**src/rtl/block_pulse_train_generator_defines.svh**
```systemverilog
// Assertion macros used by the pulse train generator top level.
`ifndef BLOCK_PULSE_TRAIN_GENERATOR_DEFINES_SVH
`define BLOCK_PULSE_TRAIN_GENERATOR_DEFINES_SVH

// Same-cycle implication, checked at every rising edge outside reset.
`define BPTG_ASSERT_IMP(label, ante, cons) \
  label: assert property (@(posedge clk) disable iff (rst) (ante) |-> (cons)) \
    else $error("pulse train generator check failed");

// Next-cycle implication, checked at every rising edge outside reset.
`define BPTG_ASSERT_NXT(label, ante, cons) \
  label: assert property (@(posedge clk) disable iff (rst) (ante) |=> (cons)) \
    else $error("pulse train generator check failed");

`endif

```
**src/rtl/bptg_pkg.sv**
```systemverilog
// Shared types and constants of the pulse train generator.
package bptg_pkg;

  localparam int TIME_WIDTH_DEFAULT = 32;
  localparam int MAX_TIME_WIDTH     = 48;

  typedef enum logic [2:0] {
    PH_IDLE,
    PH_WAIT,
    PH_DELAY,
    PH_HIGH,
    PH_LOW,
    PH_OFF
  } phase_t;

  typedef logic [2:0] reg_index_t;

  localparam reg_index_t REG_START_DELAY = 3'd0;
  localparam reg_index_t REG_HIGH_US     = 3'd1;
  localparam reg_index_t REG_LOW_US      = 3'd2;
  localparam reg_index_t REG_PULSES      = 3'd3;
  localparam reg_index_t REG_OFF_US      = 3'd4;
  localparam reg_index_t REG_BLOCK_COUNT = 3'd5;
  localparam reg_index_t REG_TRIG_ENABLE = 3'd6;

  localparam logic [23:0] PULSE_TIME_RESET = 24'd1;

  typedef struct packed {
    logic [31:0] start_delay_us;
    logic [23:0] high_us;
    logic [23:0] low_us;
    logic [15:0] pulses_per_block;
    logic [31:0] off_us;
    logic [15:0] block_count;
    logic        trig_enable;
  } cfg_t;

  typedef struct packed {
    phase_t      phase;
    logic [15:0] pulse_index;
    logic [15:0] block_index;
    logic        first;
  } ctrl_t;

  typedef struct packed {
    logic        ttl_level;
    logic        rising_edge;
    logic [15:0] pulse_number;
    logic [15:0] block_number;
    logic [31:0] elapsed_us;
    logic        busy_res;
    logic        run_done;
  } result_t;

endpackage

```
**src/rtl/block_pulse_train_generator.sv**
```systemverilog
// Top level of the triggered burst pulse train generator.
// Each input item is one microsecond tick and produces exactly one result item
// on the next clock. An item is taken on every clock in which the result
// register is empty or being drained, so the sustained rate is one item per
// clock while the output does not stall. Runs are to be programmed through
// the write port while idle (not enforced): start delay, pulse high and low
// times, pulses per block, off time after each block, block count and trigger
// enable. Segment times and the elapsed count saturate at TIME_WIDTH bits.
module block_pulse_train_generator #(
  parameter int TIME_WIDTH = bptg_pkg::TIME_WIDTH_DEFAULT
) (
  input  logic        clk,
  input  logic        rst,
  input  logic        cfg_write,
  input  logic [2:0]  cfg_index,
  input  logic [31:0] cfg_data,
  input  logic        in_valid,
  output logic        in_stall,
  input  logic        start_req,
  input  logic        trigger_level,
  output logic        out_valid,
  input  logic        out_stall,
  output logic        ttl_level,
  output logic        rising_edge,
  output logic [15:0] pulse_number,
  output logic [15:0] block_number,
  output logic [31:0] elapsed_us,
  output logic        busy_res,
  output logic        run_done
);

  `include "block_pulse_train_generator_defines.svh"

  bptg_pkg::cfg_t        cfg;
  bptg_pkg::ctrl_t       ctrl;
  bptg_pkg::ctrl_t       ctrl_next;
  logic [TIME_WIDTH-1:0] remaining;
  logic [TIME_WIDTH-1:0] remaining_next;
  logic [TIME_WIDTH-1:0] elapsed;
  logic [TIME_WIDTH-1:0] elapsed_next;
  bptg_pkg::result_t     result;
  bptg_pkg::result_t     result_next;
  logic                  accept;
  logic                  ctrl_timed;

  assign in_stall = out_valid && out_stall;
  assign accept   = in_valid && !in_stall;

  always_ff @(posedge clk) begin
    if (rst) begin
      cfg.start_delay_us   <= '0;
      cfg.high_us          <= bptg_pkg::PULSE_TIME_RESET;
      cfg.low_us           <= bptg_pkg::PULSE_TIME_RESET;
      cfg.pulses_per_block <= '0;
      cfg.off_us           <= '0;
      cfg.block_count      <= '0;
      cfg.trig_enable      <= 1'b0;
    end else if (cfg_write) begin
      case (cfg_index)
        bptg_pkg::REG_START_DELAY: cfg.start_delay_us   <= cfg_data;
        bptg_pkg::REG_HIGH_US:     cfg.high_us          <= cfg_data[23:0];
        bptg_pkg::REG_LOW_US:      cfg.low_us           <= cfg_data[23:0];
        bptg_pkg::REG_PULSES:      cfg.pulses_per_block <= cfg_data[15:0];
        bptg_pkg::REG_OFF_US:      cfg.off_us           <= cfg_data;
        bptg_pkg::REG_BLOCK_COUNT: cfg.block_count      <= cfg_data[15:0];
        bptg_pkg::REG_TRIG_ENABLE: cfg.trig_enable      <= cfg_data[0];
        default: begin
        end
      endcase
    end
  end

  bptg_step #(
    .TIME_WIDTH(TIME_WIDTH)
  ) u_step (
    .cfg            (cfg),
    .ctrl           (ctrl),
    .remaining      (remaining),
    .elapsed        (elapsed),
    .start_req      (start_req),
    .trigger_level  (trigger_level),
    .ctrl_next      (ctrl_next),
    .remaining_next (remaining_next),
    .elapsed_next   (elapsed_next),
    .result         (result_next)
  );

  always_ff @(posedge clk) begin
    if (rst) begin
      ctrl.phase       <= bptg_pkg::PH_IDLE;
      ctrl.pulse_index <= '0;
      ctrl.block_index <= '0;
      ctrl.first       <= 1'b0;
      remaining        <= '0;
      elapsed          <= '0;
      out_valid        <= 1'b0;
    end else begin
      if (accept) begin
        ctrl      <= ctrl_next;
        remaining <= remaining_next;
        elapsed   <= elapsed_next;
      end
      out_valid <= accept || (out_valid && out_stall);
    end
  end

  always_ff @(posedge clk) begin
    if (accept) begin
      result <= result_next;
    end
  end

  assign ttl_level    = result.ttl_level;
  assign rising_edge  = result.rising_edge;
  assign pulse_number = result.pulse_number;
  assign block_number = result.block_number;
  assign elapsed_us   = result.elapsed_us;
  assign busy_res     = result.busy_res;
  assign run_done     = result.run_done;

  assign ctrl_timed = (ctrl.phase == bptg_pkg::PH_DELAY) || (ctrl.phase == bptg_pkg::PH_HIGH) ||
                      (ctrl.phase == bptg_pkg::PH_LOW) || (ctrl.phase == bptg_pkg::PH_OFF);

  // A timed segment always has at least one tick left.
  `BPTG_ASSERT_IMP(a_timed_nonzero, ctrl_timed, remaining != '0)
  `BPTG_ASSERT_IMP(a_rise_is_high, out_valid && rising_edge, ttl_level)
  `BPTG_ASSERT_IMP(a_idle_quiet, out_valid && !busy_res, !ttl_level && !run_done)
  `BPTG_ASSERT_NXT(a_accept_shows, accept, out_valid)

endmodule

```
**src/rtl/bptg_step.sv**
```systemverilog
// Next-state and result logic for one microsecond tick of the pulse train generator.
module bptg_step #(
  parameter int TIME_WIDTH = bptg_pkg::TIME_WIDTH_DEFAULT
) (
  input  bptg_pkg::cfg_t          cfg,
  input  bptg_pkg::ctrl_t         ctrl,
  input  logic [TIME_WIDTH-1:0]   remaining,
  input  logic [TIME_WIDTH-1:0]   elapsed,
  input  logic                    start_req,
  input  logic                    trigger_level,
  output bptg_pkg::ctrl_t         ctrl_next,
  output logic [TIME_WIDTH-1:0]   remaining_next,
  output logic [TIME_WIDTH-1:0]   elapsed_next,
  output bptg_pkg::result_t       result
);

  localparam int WIDE = bptg_pkg::MAX_TIME_WIDTH;

  typedef struct packed {
    bptg_pkg::phase_t        phase;
    logic [TIME_WIDTH-1:0]   remaining;
    logic [15:0]             pulse_index;
    logic [15:0]             block_index;
    logic                    first;
  } seg_t;

  logic [TIME_WIDTH-1:0] delay_len;
  logic [TIME_WIDTH-1:0] high_len;
  logic [TIME_WIDTH-1:0] low_len;
  logic [TIME_WIDTH-1:0] off_len;
  logic [TIME_WIDTH-1:0] elapsed_start;
  seg_t                  seg_cur;
  seg_t                  seg_start;
  seg_t                  seg_next;
  logic                  begin_run;
  logic                  timed;

  // Segment lengths saturate at the time width.
  function automatic logic [TIME_WIDTH-1:0] clamp_time(input logic [31:0] v);
    logic [TIME_WIDTH-1:0] r;
    if ((WIDE'(v) >> TIME_WIDTH) != '0) begin
      r = '1;
    end else begin
      r = TIME_WIDTH'(v);
    end
    return r;
  endfunction

  function automatic seg_t block_begin(input logic [15:0] bidx);
    seg_t s;
    s.phase       = bptg_pkg::PH_IDLE;
    s.remaining   = '0;
    s.pulse_index = '0;
    s.block_index = bidx;
    s.first       = 1'b0;
    if (bidx >= cfg.block_count) begin
      s.phase = bptg_pkg::PH_IDLE;
    end else if (cfg.pulses_per_block != '0) begin
      s.phase     = bptg_pkg::PH_HIGH;
      s.remaining = high_len;
      s.first     = 1'b1;
    end else if (cfg.off_us != '0) begin
      s.phase     = bptg_pkg::PH_OFF;
      s.remaining = off_len;
      s.first     = 1'b1;
    end else begin
      // Blocks without pulses or off time: the run ends right after the delay.
      s.block_index = cfg.block_count;
    end
    return s;
  endfunction

  // Leave a segment whose count has run out. Every segment loaded here is at
  // least one tick long, so one step always settles.
  function automatic seg_t expire(input seg_t s);
    seg_t        r;
    logic [15:0] pnext;
    logic [15:0] bnext;
    r     = s;
    pnext = s.pulse_index + 16'd1;
    bnext = s.block_index + 16'd1;
    case (s.phase)
      bptg_pkg::PH_DELAY: begin
        r = block_begin(16'd0);
      end
      bptg_pkg::PH_HIGH: begin
        r.phase     = bptg_pkg::PH_LOW;
        r.remaining = low_len;
        r.first     = 1'b1;
      end
      bptg_pkg::PH_LOW: begin
        r.pulse_index = pnext;
        if (pnext < cfg.pulses_per_block) begin
          r.phase     = bptg_pkg::PH_HIGH;
          r.remaining = high_len;
          r.first     = 1'b1;
        end else if (cfg.off_us != '0) begin
          r.phase     = bptg_pkg::PH_OFF;
          r.remaining = off_len;
          r.first     = 1'b1;
        end else begin
          r = block_begin(bnext);
        end
      end
      bptg_pkg::PH_OFF: begin
        r = block_begin(bnext);
      end
      default: begin
        r = s;
      end
    endcase
    return r;
  endfunction

  assign delay_len = clamp_time(cfg.start_delay_us);
  assign off_len   = clamp_time(cfg.off_us);
  assign high_len  = clamp_time({8'd0, (cfg.high_us == '0) ? 24'd1 : cfg.high_us});
  assign low_len   = clamp_time({8'd0, (cfg.low_us == '0) ? 24'd1 : cfg.low_us});

  always_comb begin
    seg_cur.phase       = ctrl.phase;
    seg_cur.remaining   = remaining;
    seg_cur.pulse_index = ctrl.pulse_index;
    seg_cur.block_index = ctrl.block_index;
    seg_cur.first       = ctrl.first;

    begin_run = ((ctrl.phase == bptg_pkg::PH_IDLE) && start_req &&
                 (!cfg.trig_enable || trigger_level)) ||
                ((ctrl.phase == bptg_pkg::PH_WAIT) && trigger_level);

    seg_start     = seg_cur;
    elapsed_start = elapsed;
    if (begin_run) begin
      seg_start.phase       = bptg_pkg::PH_DELAY;
      seg_start.remaining   = delay_len;
      seg_start.pulse_index = '0;
      seg_start.block_index = '0;
      seg_start.first       = 1'b1;
      elapsed_start         = '0;
      if (delay_len == '0) begin
        seg_start = expire(seg_start);
      end
    end else if ((ctrl.phase == bptg_pkg::PH_IDLE) && start_req) begin
      seg_start.phase = bptg_pkg::PH_WAIT;
    end

    timed = (seg_start.phase == bptg_pkg::PH_DELAY) || (seg_start.phase == bptg_pkg::PH_HIGH) ||
            (seg_start.phase == bptg_pkg::PH_LOW) || (seg_start.phase == bptg_pkg::PH_OFF);

    result       = '0;
    seg_next     = seg_start;
    elapsed_next = elapsed_start;
    if (timed) begin
      result.ttl_level    = seg_start.phase == bptg_pkg::PH_HIGH;
      result.rising_edge  = (seg_start.phase == bptg_pkg::PH_HIGH) && seg_start.first;
      result.pulse_number = seg_start.pulse_index;
      result.block_number = seg_start.block_index;
      if ((WIDE'(elapsed_start) >> 32) != '0) begin
        result.elapsed_us = '1;
      end else begin
        result.elapsed_us = 32'(elapsed_start);
      end
      result.busy_res     = 1'b1;
      seg_next.first      = 1'b0;
      seg_next.remaining  = seg_start.remaining - TIME_WIDTH'(1);
      if (elapsed_start != '1) begin
        elapsed_next = elapsed_start + TIME_WIDTH'(1);
      end
      if (seg_next.remaining == '0) begin
        seg_next        = expire(seg_next);
        result.run_done = seg_next.phase == bptg_pkg::PH_IDLE;
      end
    end else if (begin_run) begin
      result.busy_res = 1'b1;
      result.run_done = 1'b1;
    end else if (seg_start.phase == bptg_pkg::PH_WAIT) begin
      result.busy_res = 1'b1;
    end

    ctrl_next.phase       = seg_next.phase;
    ctrl_next.pulse_index = seg_next.pulse_index;
    ctrl_next.block_index = seg_next.block_index;
    ctrl_next.first       = seg_next.first;
    remaining_next        = seg_next.remaining;
  end

endmodule

```
**config.mk**
```make
export PLATFORM = sky130hd
export DESIGN_NAME = block_pulse_train_generator
export DESIGN_NICKNAME = d
export VERILOG_FILES = /design/src/rtl/bptg_pkg.sv /design/src/rtl/block_pulse_train_generator.sv /design/src/rtl/bptg_step.sv
export VERILOG_INCLUDE_DIRS = /design/src /design/src/rtl
export SDC_FILE = /design/constraint.sdc
export NUM_CORES = 1
export LEC_CHECK = 0
export BUFFER_PORTS_ARGS = -buffer_cell sky130_fd_sc_hd__buf_2
export CELL_PAD_IN_SITES_DETAIL_PLACEMENT = 0
export CELL_PAD_IN_SITES_GLOBAL_PLACEMENT = 1
export CORE_UTILIZATION = 51
export CTS_BUF_LIST = sky130_fd_sc_hd__clkbuf_2 sky130_fd_sc_hd__clkbuf_4 sky130_fd_sc_hd__clkbuf_8
export DETAILED_ROUTE_END_ITERATION = 6
export PLACE_DENSITY = 0.95
export REMOVE_ABC_BUFFERS = 1
export SLEW_MARGIN = 20
export SYNTH_ARGS = -nofsm -noshare
export SYNTH_HDL_FRONTEND = slang
export SYNTH_SLANG_ARGS = --single-unit
```
**constraint.sdc**
```tcl
create_clock -name clk -period 16.35 [get_ports clk]
set_input_delay 3.27 -clock clk [delete_from_list [all_inputs] [get_ports clk]]
set_output_delay 3.27 -clock clk [all_outputs]
set_load 0.05 [all_outputs]
```
=== Word-level counts from Yosys, hierarchy flattened ===
Cells that the tools add are included.

* Logic and storage cells: 118
* Output and inout port bits: 70
* Bits of input ports: 42
* Flip-flop bits (word level): 314

* $lt $le $gt $ge: 3
* Reduce and logical (&&, ||, !) cells: 31
* Add/subtract/negate cells: 4
* Equal/unequal tests: 13
* Muxes and demuxes: 46

{| class="wikitable"
|+ Operator list
! operator !! count
|-
| two-way mux 32 bit || 8
|-
| two-way mux 35 bit || 6
|-
| two-way mux 68 bit || 3
|-
| case mux 35 bit (4 select lines) || 1
|-
| case mux 32 bit (3 select lines) || 1
|-
| two-way mux 16 bit || 5
|-
| two-way mux 65 bit || 1
|-
| logical NOT 32 bit || 2
|-
| two-way mux 17 bit || 3
|-
| logical NOT 24 bit || 2
|-
| two-way mux 24 bit || 2
|-
| two-way mux 34 bit || 1
|-
| adder 16 x 1 -> 16 bit (second input constant) || 2
|-
| adder 32 x 1 -> 32 bit (second input constant) || 1
|-
| inequality test 32 bit (second input constant) || 1
|-
| nonzero test 32 bit || 1
|-
| subtractor 32 x 1 -> 32 bit (second input constant) || 1
|-
| greater-or-equal comparator 1 x 16 -> 1 bit (first input constant) || 1
|-
| greater-or-equal comparator 16 bit || 1
|-
| less-than comparator 16 bit || 1
|-
| nonzero test 16 bit || 1
|-
| == test 3 bit (second input constant) || 5
|-
| two-way mux 3 bit || 5
|-
| AND reduction 2 bit || 7
|-
| other kinds (9) || 35
|}

=== Logic depth before layout (Yosys ltp) ===
Gate-level depths: netlist of run 1.

* Depth after elaboration: 17
* Mapped depth: 32
* Mapped depth without buffers: 22

=== Modules after synthesis ===
From an unflattened synthesis of run 1, not the netlist that was laid out.

* Cells, all modules: 2194
* Area total of the unflattened synthesis: 19784.0 µm²

{| class="wikitable"
|+ By module, submodules not included
! module !! cells each !! area each (µm²) !! instances
|-
| block_pulse_train_generator || 1025 || 12254.3 || 1
|-
| bptg_step || 1169 || 7529.7 || 1
|}

=== Worst setup path after synthesis of run 1 ===
OpenSTA, ideal clock, no wires.

* Kind: input -> register
* Start: in trigger_level
* End: reg result, in the netlist run_done, data pin
* Required time: 16.093 ns
* Arrival time: 9.240 ns
* Setup slack: 6.853 ns
* Cell stages on the path: 29
* Path through: o21ba_2 or3_4 buf_6 buf_2 clkbuf_1 clkbuf_1 clkbuf_1 clkbuf_1 clkbuf_1 clkbuf_1 and2_1 ha_1 and3_1 and3_1 xnor2_1 nor2_1 ha_1 a21o_1 a21o_1 a21o_1 a211oi_1 o221ai_1 a21bo_2 buf_1 and2_1 clkbuf_1 clkbuf_1 a21oi_1 a32o_1

{| class="wikitable"
|+ RTL lines
! what !! line !! source
|-
| start, declared || block_pulse_train_generator.sv:20 || <nowiki>input logic trigger_level,</nowiki>
|-
| end signal, assigned || block_pulse_train_generator.sv:109 || <nowiki>result <= result_next;</nowiki>
|-
| end, declared || block_pulse_train_generator.sv:41 || <nowiki>bptg_pkg::result_t result;</nowiki>
|}

==> results.toml, run 1 <==
[clock_tree]
cts-htree-levels = 2
post_cts_resized = 0
cts_hold_buf = 0
clockBufferDepth = 3
cts-root-buf = "clkbuf_8"
cts_tree = "done"
clk_pin_slew_worst_paths_ns = 0.07
cts.sinks = 314
insertion_delay_ns = 0.63
cts_buffers = 53
cts_setup_buffers = 0

[finish]
register_area_um2 = 6967
final_cell_mix = "nand2_1, dfxtp_1, a21oi_1"
nFillCells = 3177
drive_above_1_share_pct = 13.53
area_delta_synth_final_pct = 11.54
diodes = 0
final_util_pct = 57.98
layout_commonest_cell = "nand2_1"
layout.nets = 2303
stdcell_count = 2717
multi_input_area_um2 = 9847

[timing]
min_period_ns = 9.695
setup_viol = 0
worst_pin_slew_ns = 1.140
layout_setup_ws_ns = 6.655
rsz0062_at_grt = "false"
clock_skew_ns = 0.03483
hold_viol_final = 0
fin_crit_sh_pct = 59.30
fin_hold_ws_ns = 0.4607
final_max_slew_viol_count = 0
setup_tns_ns = 0
slew_headroom_pct = 23.69
fmax_ghz = 0.1031

[placed_design]
pre_cts_slack_ns = 6.294
portBuffers = 111
dp.final_hpwl_um = 41050
dp_cells = 2618
place.gp.congestion = 1.018

[die]
die_area_um2 = 35090
die_x_um = 187.3
core_area_um2 = 33700
die-height_um = 187.3
io_pins = 112
core.rowCount = 67
start_util_pct = 51.98

[detailed_routing]
post-route-drc-count = 0
wire_per_inst_um = 21.80
routed_wl_um = 59220
via_count = 17210
drt.antenna.violating_nets = 0
drt-pass1-iter-count = 6
viasPerCell = 6.334
first_iter_violations = 2111

[critical_path]
cpMaxStageDelayCell = "a211oi_1"
worstPathCellList = "buf_2, o21ba_2, or3_4, buf_4, nor3_1, and2_1, a22oi_1, inv_1, ha_1, nand3_1, nor4b_1, xnor2_1, ha_1, nand4_1, nor2_1, a21oi_1, o211ai_1, a211oi_1, inv_1, mux2i_1, mux2i_1, a222oi_1, mux2i_1, a22o_1"
arrival_ns = 10.19
critPathMaxFanout = 64
cp_num_buf_inv = 4
start_kind = "input pin"
r2r_start = "cfg[125]"
crit_path_max_incr_delay_ns = 0.87
critical_path.top_delay_family = "simple AND/OR/NAND/NOR gates"
crit_path_end_kind = "register"
worstSetupPathType = "in2reg"
crit_path_frequent_cell = "mux2i_1"
required_ns = 16.85
cp-startpoint = "trigger_level"

[pwr]
power-per-cell-area_nw_per_um2 = 112.6
leakage_uw = 0.007240
p_int_uw = 1438
power.clock.fraction_pct = 35.9
vdd_drop_max_mv = 0.06706
p_switching_uw = 761.0
comb_power_share_pct = 25.7
p_sw_share_pct = 34.60
p_seq_share_pct = 38.4

[global_route]
grt_pass1_wl_um = 91280
overflow = 0
grtUsageTotal_pct = 32.95
grt_pass1_vias = 15757
grt_max_degree = 87
antenna_found_initial = 0

[synthesis]
avgSynthCellArea_um2 = 8.083
ys_ff_latch = 314
synth-edff-count = 68
netlist_instances = 2167
ys_async_sr_fraction_pct = 0
synth.distinct_cells = 82
yosysSeqAreaShare_pct = 39.77
yosysWarnings = 0
mappedNetlistArea_um2 = 17520
synth_ff_type = "dfxtp_1"

[worst_hold_path]
hp-class = "reg2reg"
min_from = "ctrl[0]"

[status]
outcome = "complete, no violations"

[job]
cap_violations = 0
power groups by stage:
stage	Combinational [µW]	Sequential, µW	Clock (µW)
after floorplan	340	889	0
after global placement	540	860	0
after detailed placement	546	861	0
after CTS	548	844	792
after global routing	599	848	829
final	564	845	790
path summary, 6_finish.rpt:
path	slack (ns)	end	cells past startpoint
setup / recovery	6.65	ctrl[4]	24
hold / removal	0.46	ctrl[0]	2
setup reg to reg	8.80	ctrl[4]	22
hold reg to reg	0.46	ctrl[0]	2
metrics by stage:
step                power (µW)  area (µm²)
finish                    2199       19540
global route              2275       19540
CTS                       2185       19530
detailed placement        1406       18330
global placement          1400       18330
floorplan                 1229       16990
kinds of logic (layout without fill, tap and decap cells):
kind of cell    after synthesis  in the layout  synth area share, %
xor+xnor                     78             78                3.900
simple gates                952            952                26.16
fa+ha+maj                    36             36                2.571
compound gates              526            526                19.15
mux                          71             71                4.193
buf+inv                     190            292                4.257
flops                       314            314                39.77
sequential cells by signal, summed over array words and instances (netlist names):
register and flops:
elapsed_us 32, run_done 1, block_number 16, elapsed 32, rising_edge 1, pulse_number 16
remaining 32, ctrl 36, out_valid 1, ttl_level 1, busy_res 1, cfg 145
cell usage after synthesis, drive strengths merged (23+ instances only):
cell	n	area share, %
nand2	436	9.3
clkbuf	111	2.4
nand3	66	1.9
nand4	35	1.4
nor2	160	3.4
a211oi	28	1.2
and3	51	1.8
edfxtp	68	12
a22oi	30	1.3
inv	57	1.2
ha	36	2.6
nor4	58	2.7
xnor2	58	2.9
a22o	23	1.1
a21oi	199	5.7
nor3	60	1.8
dfxtp	246	28
o21ai	96	2.8
mux2i	52	3.0
worst reg2reg max path: stages, from the launching register on:
cell,delay [ns]
dfxtp_1,0.33
nor4_1,0.60
nand4_1,0.53
nor3_1,0.73
and2_1,0.68
a22oi_1,0.33
inv_1,0.17
ha_1,0.22
nand3_1,0.23
nor4b_1,0.44
xnor2_1,0.24
ha_1,0.31
nand4_1,0.12
nor2_1,0.06
a21oi_1,0.14
o211ai_1,0.14
a211oi_1,0.88
inv_1,0.36
mux2i_1,0.24
mux2i_1,0.09
a222oi_1,0.26
mux2i_1,0.12
a22o_1,0.22
routing by layer:
metal | wire length, µm | global-route usage (%)
met5 | 0 | 0
met4 | 2011 | 11.82
met3 | 6319 | 6.698
met2 | 25340 | 49.31
met1 | 25550 | 46.77
layout make-up:
type	count	area share, %
clock buffers	87	5.552
clock inverters	12	0.5956
inverters	58	1.127
multi-input cells	1663	50.40
flip-flops and latches	314	35.66
well taps	448	2.869
repair buffers	135	3.798
Note: power is estimated with default switching activity, not from simulation.
==> run 2, diff against run 1 <==
CORE_UTILIZATION = 43   (was 51)
PLACE_DENSITY = 0.87   (was 0.95)
clock period = 8.22 ns   (was 16.35 ns; I/O delays follow)
==> run 2 against run 1 <==
- clock-buffer cell count down 11
- die area is 18% higher
- global-route usage shrank 3.9 points
- core utilization down 8.7 points
- non-clock buffer count rose by 15
- largest power group unchanged
- first-iteration DRC count decreased by 21%
- largest cell class unchanged
- hold slack worse by 0.0051 ns
- setup slack got worse by 5.8 ns
==> results.toml, run 2 (same netlist as run 1, synthesis figures left out) <==
[clock_tree]
cts_tree = "done"
cts_hold_buf = 0
insertion_delay_ns = 0.65
cts.sinks = 314
cts_buffers = 53
post_cts_resized = 0
clk_pin_slew_worst_paths_ns = 0.07
cts-root-buf = "clkbuf_8"
cts_setup_buffers = 0
clockBufferDepth = 3
cts-htree-levels = 2

[critical_path]
r2r_start = "cfg[119]"
crit_path_end_kind = "register"
r2r_setup_slack_ns = 0.81
critPathMaxFanout = 11
required_ns = 8.77
start_kind = "register"
arrival_ns = 7.96
worstSetupPathType = "reg2reg"
cp-startpoint = "cfg[119]"

[pwr]
comb_power_share_pct = 26.6
p_sw_share_pct = 35.07
power-per-cell-area_nw_per_um2 = 219.8
power.clock.fraction_pct = 34.4
leakage_uw = 0.007255
vdd_drop_max_mv = 0.1012
p_seq_share_pct = 38.9
p_int_uw = 2808
p_switching_uw = 1517

[timing]
hold_viol_final = 0
worst_pin_slew_ns = 1.080
slew_headroom_pct = 27.77
fmax_ghz = 0.1349
clock_skew_ns = 0.03770
final_max_slew_viol_count = 0
fin_crit_sh_pct = 90.20
rsz0062_at_grt = "false"
setup_tns_ns = 0
setup_viol = 0
min_period_ns = 7.415

[finish]
final_util_pct = 49.30
largest_reg_flops = 145
multi_input_area_um2 = 9854
drive_above_1_share_pct = 13.67
register_area_um2 = 6967
area_delta_synth_final_pct = 12.33
nFillCells = 3900
layout.nets = 2318
final_cell_mix = "nand2_1, dfxtp_1, a21oi_1"
reg_top3 = "cfg x145, ctrl x36"
top_register = "cfg"
diodes = 0
layout_commonest_cell = "nand2_1"

[global_route]
grt_pass1_vias = 16013
antenna_found_initial = 0
overflow = 0
grtUsageTotal_pct = 29.04
grt_max_degree = 73
grt_pass1_wl_um = 93290

[worst_hold_path]
hp-class = "reg2reg"
min_from = "remaining[13]"

[detailed_routing]
drt-pass1-iter-count = 7
drt.antenna.violating_nets = 0
via_count = 17081
wire_per_inst_um = 21.72
first_iter_violations = 1664
post-route-drc-count = 0
viasPerCell = 6.085
routed_wl_um = 60980

[die]
die-height_um = 203.8
io_pins = 112
start_util_pct = 43.89
die_area_um2 = 41550
core.rowCount = 73
core_area_um2 = 39910
die_x_um = 203.8

[job]
cap_violations = 0

[status]
outcome = "complete, no violations"

[placed_design]
portBuffers = 111
dp.final_hpwl_um = 42850
place.gp.congestion = 0.9653
[run 2: per-stage QoR]
step | hold slack [ns] | setup WS [ns] | instances | total power [µW] | area (µm²)
after floorplan | 0.4254 | -0.1642 | 2035 | 2444 | 16990
after global placement | 0.4417 | 0.7626 | 2710 | 2823 | 18550
after detailed placement | 0.4469 | 0.5695 | 2710 | 2832 | 18550
after CTS | 0.4548 | 1.040 | 2807 | 4315 | 19670
after global routing | 0.4720 | 0.6458 | 2807 | 4484 | 19680
final | 0.4556 | 0.8054 | 2807 | 4325 | 19680
[run 2: metal layers]
layer	up-vias	routed length, µm	track usage, %	share of wire [%]
met5	-	0	0	0
met4	0	2123	11.92	3.5
met3	132	5442	5.102	8.9
met2	790	26590	44.42	44
met1	8215	26820	40.24	44
li1	7944	-	-	-
[run 2: path summary, 6_finish.rpt]
check	end	depth (start not counted)
min reg2reg	remaining[13]	2
min	remaining[13]	2
max	remaining[30]	20
max reg2reg	remaining[30]	20
[run 2: cell type report]
| class | instances | area share, % |
|---|---|---|
| Clock buffer | 76 | 4.807 |
| Inverter | 58 | 1.119 |
| Sequential cell | 314 | 35.41 |
| Clock inverter | 21 | 0.9030 |
| Tap cell | 525 | 3.338 |
| Timing Repair Buffer | 150 | 4.343 |
| Multi-Input combinational cell | 1663 | 50.08 |
[run 2: critical path: stages (launching register included)]
cell      delay, ns
dfxtp_1        0.35
nor4_1         0.89
nand4_1        0.70
nor3_1         0.79
a32oi_1        0.37
a221oi_1       0.53
nand2_1        0.18
nor3_1         0.32
and3_1         0.23
xnor2_1        0.15
ha_1           0.29
nand4_1        0.15
nor2_1         0.07
a21oi_1        0.14
o211ai_1       0.16
a211oi_1       0.48
a21o_1         0.50
a21o_1         0.27
and2_1         0.34
a31oi_1        0.14
nor4_1         0.28
[run 2: power by group through the flow]
stage	Clock [µW]	Sequential (µW)	Combinational [µW]
floorplan	0	1770	676
CTS	1510	1680	1120
finish	1490	1680	1150
global route	1580	1690	1220
global placement	0	1710	1110
detailed placement	0	1710	1120
